## src/hdl/htfc_pkg.sv

```systemverilog
package htfc_pkg;

    localparam int unsigned BYTE_W      = 8;
    localparam int unsigned RAW_W       = 20;
    localparam int unsigned HUM_W       = 10;
    localparam int unsigned TEMP_W      = 12;
    localparam int unsigned POS_W       = 3;

    localparam logic [BYTE_W-1:0] CRC_POLY = 8'h31;
    localparam logic [BYTE_W-1:0] CRC_INIT = 8'hFF;
    localparam logic [POS_W-1:0]  POS_LAST = 3'd6;

    localparam logic [POS_W-1:0]  POS_HUM_HI  = 3'd1;
    localparam logic [POS_W-1:0]  POS_HUM_MID = 3'd2;
    localparam logic [POS_W-1:0]  POS_SPLIT   = 3'd3;
    localparam logic [POS_W-1:0]  POS_TEMP_MID = 3'd4;
    localparam logic [POS_W-1:0]  POS_TEMP_LO = 3'd5;

    localparam logic [9:0]  HUM_SCALE   = 10'd1000;
    localparam logic [10:0] TEMP_SCALE  = 11'd2000;
    localparam logic signed [TEMP_W-1:0] TEMP_OFFSET = 12'sd500;

    // One complete frame, as handed from the front end to the converter
    typedef struct packed {
        logic [RAW_W-1:0]  raw_hum;
        logic [RAW_W-1:0]  raw_temp;
        logic              crc_ok;
        logic [BYTE_W-1:0] crc_six;
    } t_frame;

    // CRC-8, MSB first, one byte
    function automatic logic [BYTE_W-1:0] crc_feed(input logic [BYTE_W-1:0] crc,
                                                   input logic [BYTE_W-1:0] data);
        logic [BYTE_W-1:0] c;
        c = crc ^ data;
        for (int k = 0; k < BYTE_W; k++) begin
            if (c[BYTE_W-1]) begin
                c = {c[BYTE_W-2:0], 1'b0} ^ CRC_POLY;
            end else begin
                c = {c[BYTE_W-2:0], 1'b0};
            end
        end
        return c;
    endfunction

endpackage

```

## src/hdl/htfc_front.sv

```systemverilog
module htfc_front (
    input  logic                         i_clk,
    input  logic                         i_rst_n,
    input  logic                         i_valid,
    output logic                         o_stall,
    input  logic [htfc_pkg::BYTE_W-1:0]  i_frame_byte,
    input  logic                         i_queue_full,
    output logic                         o_push,
    output htfc_pkg::t_frame             o_frame
);
    import htfc_pkg::*;

    logic [BYTE_W-1:0] r_crc, n_crc;
    logic [POS_W-1:0]  r_pos, n_pos;
    logic [RAW_W-1:0]  r_raw_hum, n_raw_hum;
    logic [RAW_W-1:0]  r_raw_temp, n_raw_temp;
    logic [BYTE_W-1:0] r_crc_six, n_crc_six;
    logic [POS_W-1:0]  pos;
    logic [BYTE_W-1:0] crc_new;
    logic              accept;

    assign o_stall = i_queue_full;
    assign accept  = i_valid && !i_queue_full;
    // an out-of-range count restarts the frame
    assign pos     = (r_pos > POS_LAST) ? '0 : r_pos;
    assign crc_new = crc_feed(r_crc, i_frame_byte);

    always_comb begin
        n_crc      = r_crc;
        n_pos      = r_pos;
        n_raw_hum  = r_raw_hum;
        n_raw_temp = r_raw_temp;
        n_crc_six  = r_crc_six;
        if (accept) begin
            n_crc = crc_new;
            case (pos)
                POS_HUM_HI: begin
                    n_raw_hum = {i_frame_byte, 12'd0};
                end
                POS_HUM_MID: begin
                    n_raw_hum = r_raw_hum | {8'd0, i_frame_byte, 4'd0};
                end
                POS_SPLIT: begin
                    n_raw_hum  = r_raw_hum | {16'd0, i_frame_byte[7:4]};
                    n_raw_temp = {i_frame_byte[3:0], 16'd0};
                end
                POS_TEMP_MID: begin
                    n_raw_temp = r_raw_temp | {4'd0, i_frame_byte, 8'd0};
                end
                POS_TEMP_LO: begin
                    n_raw_temp = r_raw_temp | {12'd0, i_frame_byte};
                    n_crc_six  = crc_new;
                end
                default: begin
                end
            endcase
            if (pos == POS_LAST) begin
                n_crc = CRC_INIT;
                n_pos = '0;
            end else begin
                n_pos = pos + 1'b1;
            end
        end
    end

    assign o_push           = accept && (pos == POS_LAST);
    assign o_frame.raw_hum  = r_raw_hum;
    assign o_frame.raw_temp = r_raw_temp;
    assign o_frame.crc_ok   = (crc_new == '0);
    assign o_frame.crc_six  = r_crc_six;

    always_ff @(posedge i_clk) begin
        if (!i_rst_n) begin
            r_crc <= CRC_INIT;
            r_pos <= '0;
        end else begin
            r_crc <= n_crc;
            r_pos <= n_pos;
        end
    end

    always_ff @(posedge i_clk) begin
        r_raw_hum  <= n_raw_hum;
        r_raw_temp <= n_raw_temp;
        r_crc_six  <= n_crc_six;
    end

endmodule

```

## src/hdl/htfc_queue.sv

```systemverilog
module htfc_queue #(
    parameter int unsigned DEPTH = 2
) (
    input  logic             i_clk,
    input  logic             i_rst_n,
    input  logic             i_push,
    input  htfc_pkg::t_frame i_frame,
    output logic             o_full,
    input  logic             i_pop,
    output logic             o_not_empty,
    output htfc_pkg::t_frame o_frame
);
    import htfc_pkg::*;

    localparam int unsigned PTR_W = (DEPTH > 1) ? $clog2(DEPTH) : 1;
    localparam int unsigned CNT_W = $clog2(DEPTH + 1);
    localparam logic [PTR_W-1:0] PTR_LAST = PTR_W'(DEPTH - 1);
    localparam logic [CNT_W-1:0] CNT_FULL = CNT_W'(DEPTH);

    t_frame            r_mem [DEPTH];
    logic [PTR_W-1:0]  r_wr_ptr, r_rd_ptr;
    logic [CNT_W-1:0]  r_count;
    logic              push_ok, pop_ok;

    assign o_full      = (r_count == CNT_FULL);
    assign o_not_empty = (r_count != '0);
    assign push_ok     = i_push && !o_full;
    assign pop_ok      = i_pop && o_not_empty;
    assign o_frame     = r_mem[r_rd_ptr];

    always_ff @(posedge i_clk) begin
        if (push_ok) begin
            r_mem[r_wr_ptr] <= i_frame;
        end
    end

    always_ff @(posedge i_clk) begin
        if (!i_rst_n) begin
            r_wr_ptr <= '0;
            r_rd_ptr <= '0;
            r_count  <= '0;
        end else begin
            if (push_ok) begin
                r_wr_ptr <= (r_wr_ptr == PTR_LAST) ? '0 : r_wr_ptr + 1'b1;
            end
            if (pop_ok) begin
                r_rd_ptr <= (r_rd_ptr == PTR_LAST) ? '0 : r_rd_ptr + 1'b1;
            end
            if (push_ok && !pop_ok) begin
                r_count <= r_count + 1'b1;
            end else if (pop_ok && !push_ok) begin
                r_count <= r_count - 1'b1;
            end
        end
    end

endmodule

```

## src/hdl/htfc_back.sv

```systemverilog
module htfc_back (
    input  logic                               i_clk,
    input  logic                               i_rst_n,
    input  logic                               i_not_empty,
    input  htfc_pkg::t_frame                   i_frame,
    output logic                               o_pop,
    output logic                               o_valid,
    input  logic                               i_stall,
    output logic [htfc_pkg::HUM_W-1:0]         o_humidity_tenths,
    output logic signed [htfc_pkg::TEMP_W-1:0] o_temperature_tenths,
    output logic                               o_crc_ok,
    output logic [htfc_pkg::BYTE_W-1:0]        o_computed_crc
);
    import htfc_pkg::*;

    logic                      r_valid;
    logic [HUM_W-1:0]          r_hum;
    logic signed [TEMP_W-1:0]  r_temp;
    logic                      r_ok;
    logic [BYTE_W-1:0]         r_crc;
    logic [HUM_W-1:0]          n_hum;
    logic signed [TEMP_W-1:0]  n_temp;
    logic [RAW_W+HUM_W-1:0]    hum_prod;
    logic [RAW_W+10:0]         temp_prod;
    logic [10:0]               temp_scaled;

    // load a new frame whenever the output slot is empty or being emptied
    assign o_pop = i_not_empty && (!r_valid || !i_stall);

    assign hum_prod    = i_frame.raw_hum * HUM_SCALE;
    assign temp_prod   = i_frame.raw_temp * TEMP_SCALE;
    assign temp_scaled = temp_prod[RAW_W+10:RAW_W];

    always_comb begin
        if (i_frame.crc_ok) begin
            n_hum  = hum_prod[RAW_W+HUM_W-1:RAW_W];
            n_temp = $signed({1'b0, temp_scaled}) - TEMP_OFFSET;
        end else begin
            n_hum  = '0;
            n_temp = '0;
        end
    end

    always_ff @(posedge i_clk) begin
        if (!i_rst_n) begin
            r_valid <= 1'b0;
        end else if (o_pop) begin
            r_valid <= 1'b1;
        end else if (!i_stall) begin
            r_valid <= 1'b0;
        end
    end

    always_ff @(posedge i_clk) begin
        if (o_pop) begin
            r_hum  <= n_hum;
            r_temp <= n_temp;
            r_ok   <= i_frame.crc_ok;
            r_crc  <= i_frame.crc_six;
        end
    end

    assign o_valid              = r_valid;
    assign o_humidity_tenths    = r_hum;
    assign o_temperature_tenths = r_temp;
    assign o_crc_ok             = r_ok;
    assign o_computed_crc       = r_crc;

endmodule

```

## src/hdl/humidity_temp_frame_check_convert_unit.sv

```systemverilog
// Measurement frame checker and converter. Takes one byte per cycle on the
// input transfer while not stalled, seven bytes to a frame (status, five
// data bytes, CRC), counted from reset with no resynchronisation. The front
// end runs the CRC-8 (polynomial 0x31, start 0xFF) and assembles the 20-bit
// raw humidity and temperature; on the seventh byte it pushes the whole
// frame into a small queue (QUEUE_DEPTH frames). The back end scales each
// frame with one multiplier per value into an output register: humidity
// and temperature in tenths, the latter signed with an offset of -50.0 C,
// both zero on a CRC error, plus the CRC over the first six bytes. A result
// is offered after passing through the queue and then the output register.
// Input stall rises only while the queue holds QUEUE_DEPTH unread frames,
// so, output taken as offered, it sustains one byte per cycle indefinitely.
module humidity_temp_frame_check_convert_unit #(
    parameter int unsigned QUEUE_DEPTH = 2
) (
    input  logic                               i_clk,
    input  logic                               i_rst_n,
    input  logic                               i_valid,
    output logic                               o_stall,
    input  logic [htfc_pkg::BYTE_W-1:0]        i_frame_byte,
    output logic                               o_valid,
    input  logic                               i_stall,
    output logic [htfc_pkg::HUM_W-1:0]         o_humidity_tenths,
    output logic signed [htfc_pkg::TEMP_W-1:0] o_temperature_tenths,
    output logic                               o_crc_ok,
    output logic [htfc_pkg::BYTE_W-1:0]        o_computed_crc
);
    import htfc_pkg::*;

    t_frame push_frame, pop_frame;
    logic   push, pop, queue_full, queue_not_empty;

    // Front end: accept bytes, run the CRC, assemble the raw fields
    htfc_front u_front (
        .i_clk        (i_clk),
        .i_rst_n      (i_rst_n),
        .i_valid      (i_valid),
        .o_stall      (o_stall),
        .i_frame_byte (i_frame_byte),
        .i_queue_full (queue_full),
        .o_push       (push),
        .o_frame      (push_frame)
    );

    // Hold complete frames so either side can stall on its own
    htfc_queue #(
        .DEPTH (QUEUE_DEPTH)
    ) u_queue (
        .i_clk       (i_clk),
        .i_rst_n     (i_rst_n),
        .i_push      (push),
        .i_frame     (push_frame),
        .o_full      (queue_full),
        .i_pop       (pop),
        .o_not_empty (queue_not_empty),
        .o_frame     (pop_frame)
    );

    // Back end: scale, zero on CRC failure, present the result transfer
    htfc_back u_back (
        .i_clk                (i_clk),
        .i_rst_n              (i_rst_n),
        .i_not_empty          (queue_not_empty),
        .i_frame              (pop_frame),
        .o_pop                (pop),
        .o_valid              (o_valid),
        .i_stall              (i_stall),
        .o_humidity_tenths    (o_humidity_tenths),
        .o_temperature_tenths (o_temperature_tenths),
        .o_crc_ok             (o_crc_ok),
        .o_computed_crc       (o_computed_crc)
    );

endmodule
```

## config.mk

```make
export PLATFORM = sky130hd
export DESIGN_NAME = humidity_temp_frame_check_convert_unit
export DESIGN_NICKNAME = d
export VERILOG_FILES = /design/src/hdl/htfc_pkg.sv /design/src/hdl/htfc_front.sv /design/src/hdl/htfc_queue.sv /design/src/hdl/htfc_back.sv /design/src/hdl/humidity_temp_frame_check_convert_unit.sv
export SDC_FILE = /design/constraint.sdc
export NUM_CORES = 1
export LEC_CHECK = 0
export BUFFER_PORTS_ARGS = -buffer_cell sky130_fd_sc_hd__clkbuf_2
export CORE_ASPECT_RATIO = 1.2
export CORE_UTILIZATION = 60
export DETAILED_ROUTE_END_ITERATION = 16
export PLACE_DENSITY_LB_ADDON = 0.3
export REMOVE_ABC_BUFFERS = 1
export SLEW_MARGIN = 20
export SYNTH_ARGS = -nofsm -noshare
export SYNTH_HDL_FRONTEND = slang
export SYNTH_SLANG_ARGS = --single-unit
```

## constraint.sdc

```tcl
create_clock -name i_clk -period 14.2 [get_ports i_clk]
set_input_delay 2.13 -clock i_clk [delete_from_list [all_inputs] [get_ports i_clk]]
set_output_delay 2.13 -clock i_clk [all_outputs]
set_load 0.01 [all_outputs]
```

# Yosys cells after proc, flatten, opt, wreduce, memory -nomap -nowiden
# Memories as Yosys holds them, arrays and structs flattened. A register that Yosys moved wholly into a read port is not among the register bits.
# Index checks and enable logic that the tools add are counted.
[classes]
add_sub_neg = 6
n_mul = 2
magnitude_cmp = 1
n_eq_ne = 8
muxes = 23
bitwise_logic = 13
n_reduce_logical = 21
[ops]
columns = ["cell", "count"]
rows = [
  ["one-hot mux 20 bit (3 select lines)", 2],
  ["multiplier 20 x 7 -> 27 bit, second input constant", 2],
  ["two-way mux 6 bit", 8],
  ["NOT 3 bit", 8],
  ["bitwise OR 20 x 12 -> 20 bit", 1],
  ["bitwise OR 20 x 16 -> 20 bit", 1],
  ["bitwise OR 20 x 4 -> 20 bit", 1],
  ["bitwise OR 20 x 8 -> 20 bit", 1],
  ["subtractor 11 x 9 -> 12 bit, second input constant", 1],
  ["equality test 3 bit, second input constant", 3],
  ["zero test 8 bit", 1],
  ["two-way mux 1 bit", 8],
  ["two-way mux 8 bit", 1],
  ["XOR 8 bit", 1],
  ["logical AND 1 bit", 7],
  ["equality test 3 x 2 -> 1 bit, second input constant", 2],
  ["two-way mux 3 bit", 2],
  ["AND reduction 2 bit", 3],
  ["nonzero test 3 bit", 2],
  ["zero test 1 bit", 5],
  ["two-way mux 2 bit", 2],
  ["nonzero test 2 bit", 2],
  ["adder 3 x 1 -> 3 bit, second input constant", 1],
  ["equality test 3 x 1 -> 1 bit, second input constant", 1],
  ["7 further kinds", 8],
]
[word_totals]
regBits = 95
mem_bits_rw = 98
input_bits = 12
output_inout_bits = 33
wordCells = 88
memories = 1
[mem_list]
columns = ["memory", "words", "word_bits", "read_ports", "rd_clocked_by_memory_dff", "wr", "line", "text"]
rows = [
  ["u_queue.r_mem", 2, 49, 1, 1, 1, "htfc_queue.sv:20", "t_frame r_mem [DEPTH];"],
]

# Logic depth before layout (Yosys ltp)
[depth]
word_depth = 18
ltp_mapped = 23
depth_no_buf = 20

# Modules after synthesis
# Synthesis repeated with hierarchy kept, for this count alone.
[unflattened]
cells_unflattened = 1004
hier_area_um2 = 13399.1
[by_module_without_submodules]
columns = ["module", "n_inst", "cells_each", "area_each_um2", "seq_area_each_um2"]
rows = [
  ["htfc_back", 1, 620, 7005.5, 950.9],
  ["htfc_queue", 1, 177, 3764.9, 3042.9],
  ["htfc_front", 1, 207, 2628.8, 1661.6],
]

# Worst setup path before layout
# OpenSTA, ideal clock, no wires.
[synth_path]
kind = "flip-flop to flip-flop"
from = "register (tool-made name)"
to = "register u_back.r_temp[10], in the netlist u_back.o_temperature_tenths[10], data pin"
setup_time_ps = 262
arrival_time_ps = 6070
required_ps = 13938
slack_ps = 7868
stages_incl_launch_ff = 21
n_path_buf = 3
period_less_slack_ps = 6332
cell_sequence = "dfxtp_1 > buf_6 > clkbuf_1 > buf_1 > mux2i_1 > fa_1 > fa_1 > fa_1 > fa_1 > inv_1 > ha_1 > a21oi_1 > a21boi_0 > o311ai_2 > a31o_4 > a21oi_4 > xnor2_2 > ha_1 > nor4_2 > a22oi_1 > mux2i_1"
[synth_rtl]
columns = ["item", "line", "text"]
rows = [
  ["end signal, assigned", "htfc_back.sv:57", "r_temp <= n_temp;"],
  ["end, declared", "htfc_back.sv:18", "logic signed [TEMP_W-1:0] r_temp;"],
]

==> flow_metrics.env <==
export IMPL_tightest_slew_ns=0.8133
export IMPL_start_util_pct=61.49
export IMPL_slowest_delay_ns=0.67
export IMPL_period_share_pct=46.90
export IMPL_timing_setup_tns_ns=0
export IMPL_fp_dieW_um=138.4
export IMPL_n_antenna_cell=0
export IMPL_crit_slowest_cell="mux2i_1"
export IMPL_dp_final_hpwl_mm=17.57
export IMPL_areaGrowthSynthToFinish_pct=8.784
export IMPL_cts_made_buffers=17
export IMPL_finalCriticalPeriod_ns=6.660
export IMPL_clock_latency_ns=0.44
export IMPL_synthAdderAreaFrac_pct=31.84
export IMPL_drive_gt1_share_pct=11.81
export IMPL_failed_checks="design-rule violations"
export IMPL_cts_tree="built"
export IMPL_rsz0062_at_grt="no"
export IMPL_arrival_ns=6.85
export IMPL_hp_class="register to register"
export IMPL_io_buffer_count=44
export IMPL_cts_sinks=194
export IMPL_hold_path_endpoint="u_queue.r_mem[0][26]"
export IMPL_dieArea_um2=22920
export IMPL_synthesis_area_um2=13390
export IMPL_hold_depth=0
export IMPL_layout_nets=1366
export IMPL_drt_pass1_iter_count=10
export IMPL_synth_compound_area_share_pct=6.849
export IMPL_ys_seq_elements=194
export IMPL_reg2regPathDepth=19
export IMPL_synth_most_common_cell="inv_1"
export IMPL_regArea_um2=5657
export IMPL_synthTopCellsByArea="edfxtp_1, fa_1, ha_1"
export IMPL_maxCapViolations=0
export IMPL_gp_congestion=0.8667
export IMPL_cp_cell_sequence="buf_4 -> mux2i_1 -> fa_1 -> fa_1 -> inv_1 -> fa_1 -> inv_1 -> fa_1 -> inv_1 -> ha_1 -> and3_1 -> a311oi_1 -> a21oi_1 -> nor3_1 -> xor2_1 -> ha_1 -> nor4_2 -> a22oi_1 -> mux2i_1"
export IMPL_hold_viol_final=0
export IMPL_synth_warnings=0
export IMPL_synth_edff_count=177
export IMPL_muxShareOfSynthArea_pct=4.214
export IMPL_multi_input_area_um2=7023
export IMPL_post_drt_wl_per_cell_um=17.09
export IMPL_cp_required_ns=14.39
export IMPL_syn_inst=1042
export IMPL_status="complete, but fails checks"
export IMPL_cp_max_fo=39
export IMPL_critPathCaptureType="register"
export IMPL_cts_hold_buffers=0
export IMPL_dominantRegCellSynth="edfxtp_1"
export IMPL_ant_nets=0
export IMPL_crit_path_start_kind="register"
export IMPL_r2r_end="u_back.o_temperature_tenths[10]"
export IMPL_drc=10
export IMPL_cts_buffer_depth=2
export IMPL_grt_use_total_pct=22.35
export IMPL_die_h_um=165.7
export IMPL_cp_common_cell="fa_1"
export IMPL_synthTopCellsByCount="inv_1, edfxtp_1, fa_1, ha_1, nor2_1"
export IMPL_yosysUniqueCellTypes=65
export IMPL_viasPerCell=5.539
export IMPL_io_pins=45
export IMPL_grt_max_degree=51
export IMPL_synthArstFlopShare_pct=0
export IMPL_synth_top_family_by_area="adder cells"
export IMPL_clock_fmax_ghz=0.1502
export IMPL_clk_pin_slew_ns=0.07
export IMPL_syn_avg_cell_area_um2=12.85
export IMPL_root_buffer="clkbuf_16"
export IMPL_synth_area_leader_cell="edfxtp_1"
export IMPL_hold_start="u_front.r_raw_temp[17]"
export IMPL_criticalPathCategory="register to register"
export IMPL_synth_xor_area_share_pct=2.999
export IMPL_fin_skew_ns=0.01890
export IMPL_cts_resized=0
export IMPL_synth_top_area_share_pct=39.69
export IMPL_max_slew_margin_pct=45.67
export IMPL_grt_overflow_total=0
export IMPL_rows=59
export IMPL_grt_pass1_wl_mm=40.12
export IMPL_rrSetupSlack_ns=7.54
export IMPL_core_area_um2=21780
export IMPL_synth_simple_area_share_pct=6.363
export IMPL_htree_levels=4
export IMPL_grt_antenna_before_repair=0
export IMPL_vias=7660
export IMPL_grt_pass1_vias=8219
export IMPL_ys_seq_area_share_pct=42.24
export IMPL_wl_mm=23.63
export IMPL_drt_iter0_drc=408
export IMPL_drv_slew=0
export IMPL_nFillCells=1501
export IMPL_cts_setup_buffers=0
export IMPL_setup_viol=0
[registers in the layout, summed over array words and instances, names as in the netlist, 8 cells and up, named ones only]
register	flops
u_back.o_humidity_tenths	10
u_front.r_crc_six	8
u_queue.r_mem	98
u_back.o_computed_crc	8
u_front.r_crc	8
u_front.r_raw_hum	20
u_front.r_raw_temp	20
u_back.o_temperature_tenths	12
[layout by cell type (no fill, tap or decap), types with 5 or more instances in the layout]
| cell type | n |
|---|---|
| nand4_1 | 10 |
| edfxtp_1 | 177 |
| o21ai_0 | 18 |
| buf_4 | 6 |
| nor2_1 | 57 |
| mux2i_1 | 25 |
| clkbuf_2 | 44 |
| fa_1 | 138 |
| nand2b_1 | 6 |
| clkbuf_16 | 18 |
| inv_8 | 6 |
| dfxtp_1 | 16 |
| o21a_1 | 22 |
| nor2b_1 | 12 |
| ha_1 | 120 |
| nand3_1 | 15 |
| o211ai_1 | 5 |
| xor2_1 | 11 |
| nand2_1 | 33 |
| xnor2_1 | 33 |
| nor3_1 | 7 |
| a21oi_1 | 28 |
| and2_1 | 13 |
| a21o_1 | 12 |
| mux2_2 | 25 |
| inv_1 | 179 |
[critical path: cells and delay by family (launching register included)]
family / cells / cell delay, ns
muxes: 2 / 0.81
and+or+nand+nor: 3 / 0.88
adders and majority gates: 6 / 2.64
DFF: 1 / 0.58
buffers and inverters: 4 / 0.74
xor gates and xnor gates: 1 / 0.23
AOI/OAI and AO/OA: 3 / 0.50
[how the worst max path moves through the flow]
stage | from | endpoint | slack [ns] | depth (start not counted)
global placement | register | u_back.o_temperature_tenths[10] | 7.69 | 19
finish | register | u_back.o_temperature_tenths[10] | 7.54 | 19
floorplan | register | u_back.o_temperature_tenths[10] | 7.37 | 17
global route | register | u_back.o_temperature_tenths[10] | 7.14 | 19
detailed placement | register | u_back.o_temperature_tenths[9] | 7.63 | 18
CTS | register | u_back.o_temperature_tenths[10] | 7.61 | 19
[through the flow]
step | std cells | hold slack [ns] | utilization [%] | setup slack, ns | instance area [um^2]
floorplan | 1027 | 0.4215 | - | 7.372 | 13330
global placement | 1351 | 0.4237 | 64.08 | 7.694 | 13950
detailed placement | 1351 | 0.4313 | 64.08 | 7.626 | 13950
CTS | 1383 | 0.4480 | 66.87 | 7.608 | 14560
global route | 1383 | 0.4536 | 66.89 | 7.142 | 14570
finish | 1383 | 0.4487 | 66.89 | 7.540 | 14570
[final cells by class]
cell class              count  area share [%]
clock buffers              19           3.118
clock inverters            13           1.048
inverters                 179           4.613
multi-input cells         654           48.21
flip-flops and latches    194           38.83
well taps                 274           2.354
repair buffers             50           1.821
[routing by layer]
layer	global-route usage (%)	wire length, um
met1	27.89	10280
met2	40.43	12270
met3	2.833	637
met4	6.986	446
met5	0	0
[cell families (layout without fill, tap and decap cells)]
family          Yosys count  after routing
buf+inv                 194            261
mux                      52             52
xor+xnor                 45             45
simple gates            174            174
flops                   194            194
compound gates          125            125
fa+ha+maj               258            258
Power is not shown: default switching activity piles up to over one toggle a cycle in this logic, so the estimate is an artifact.
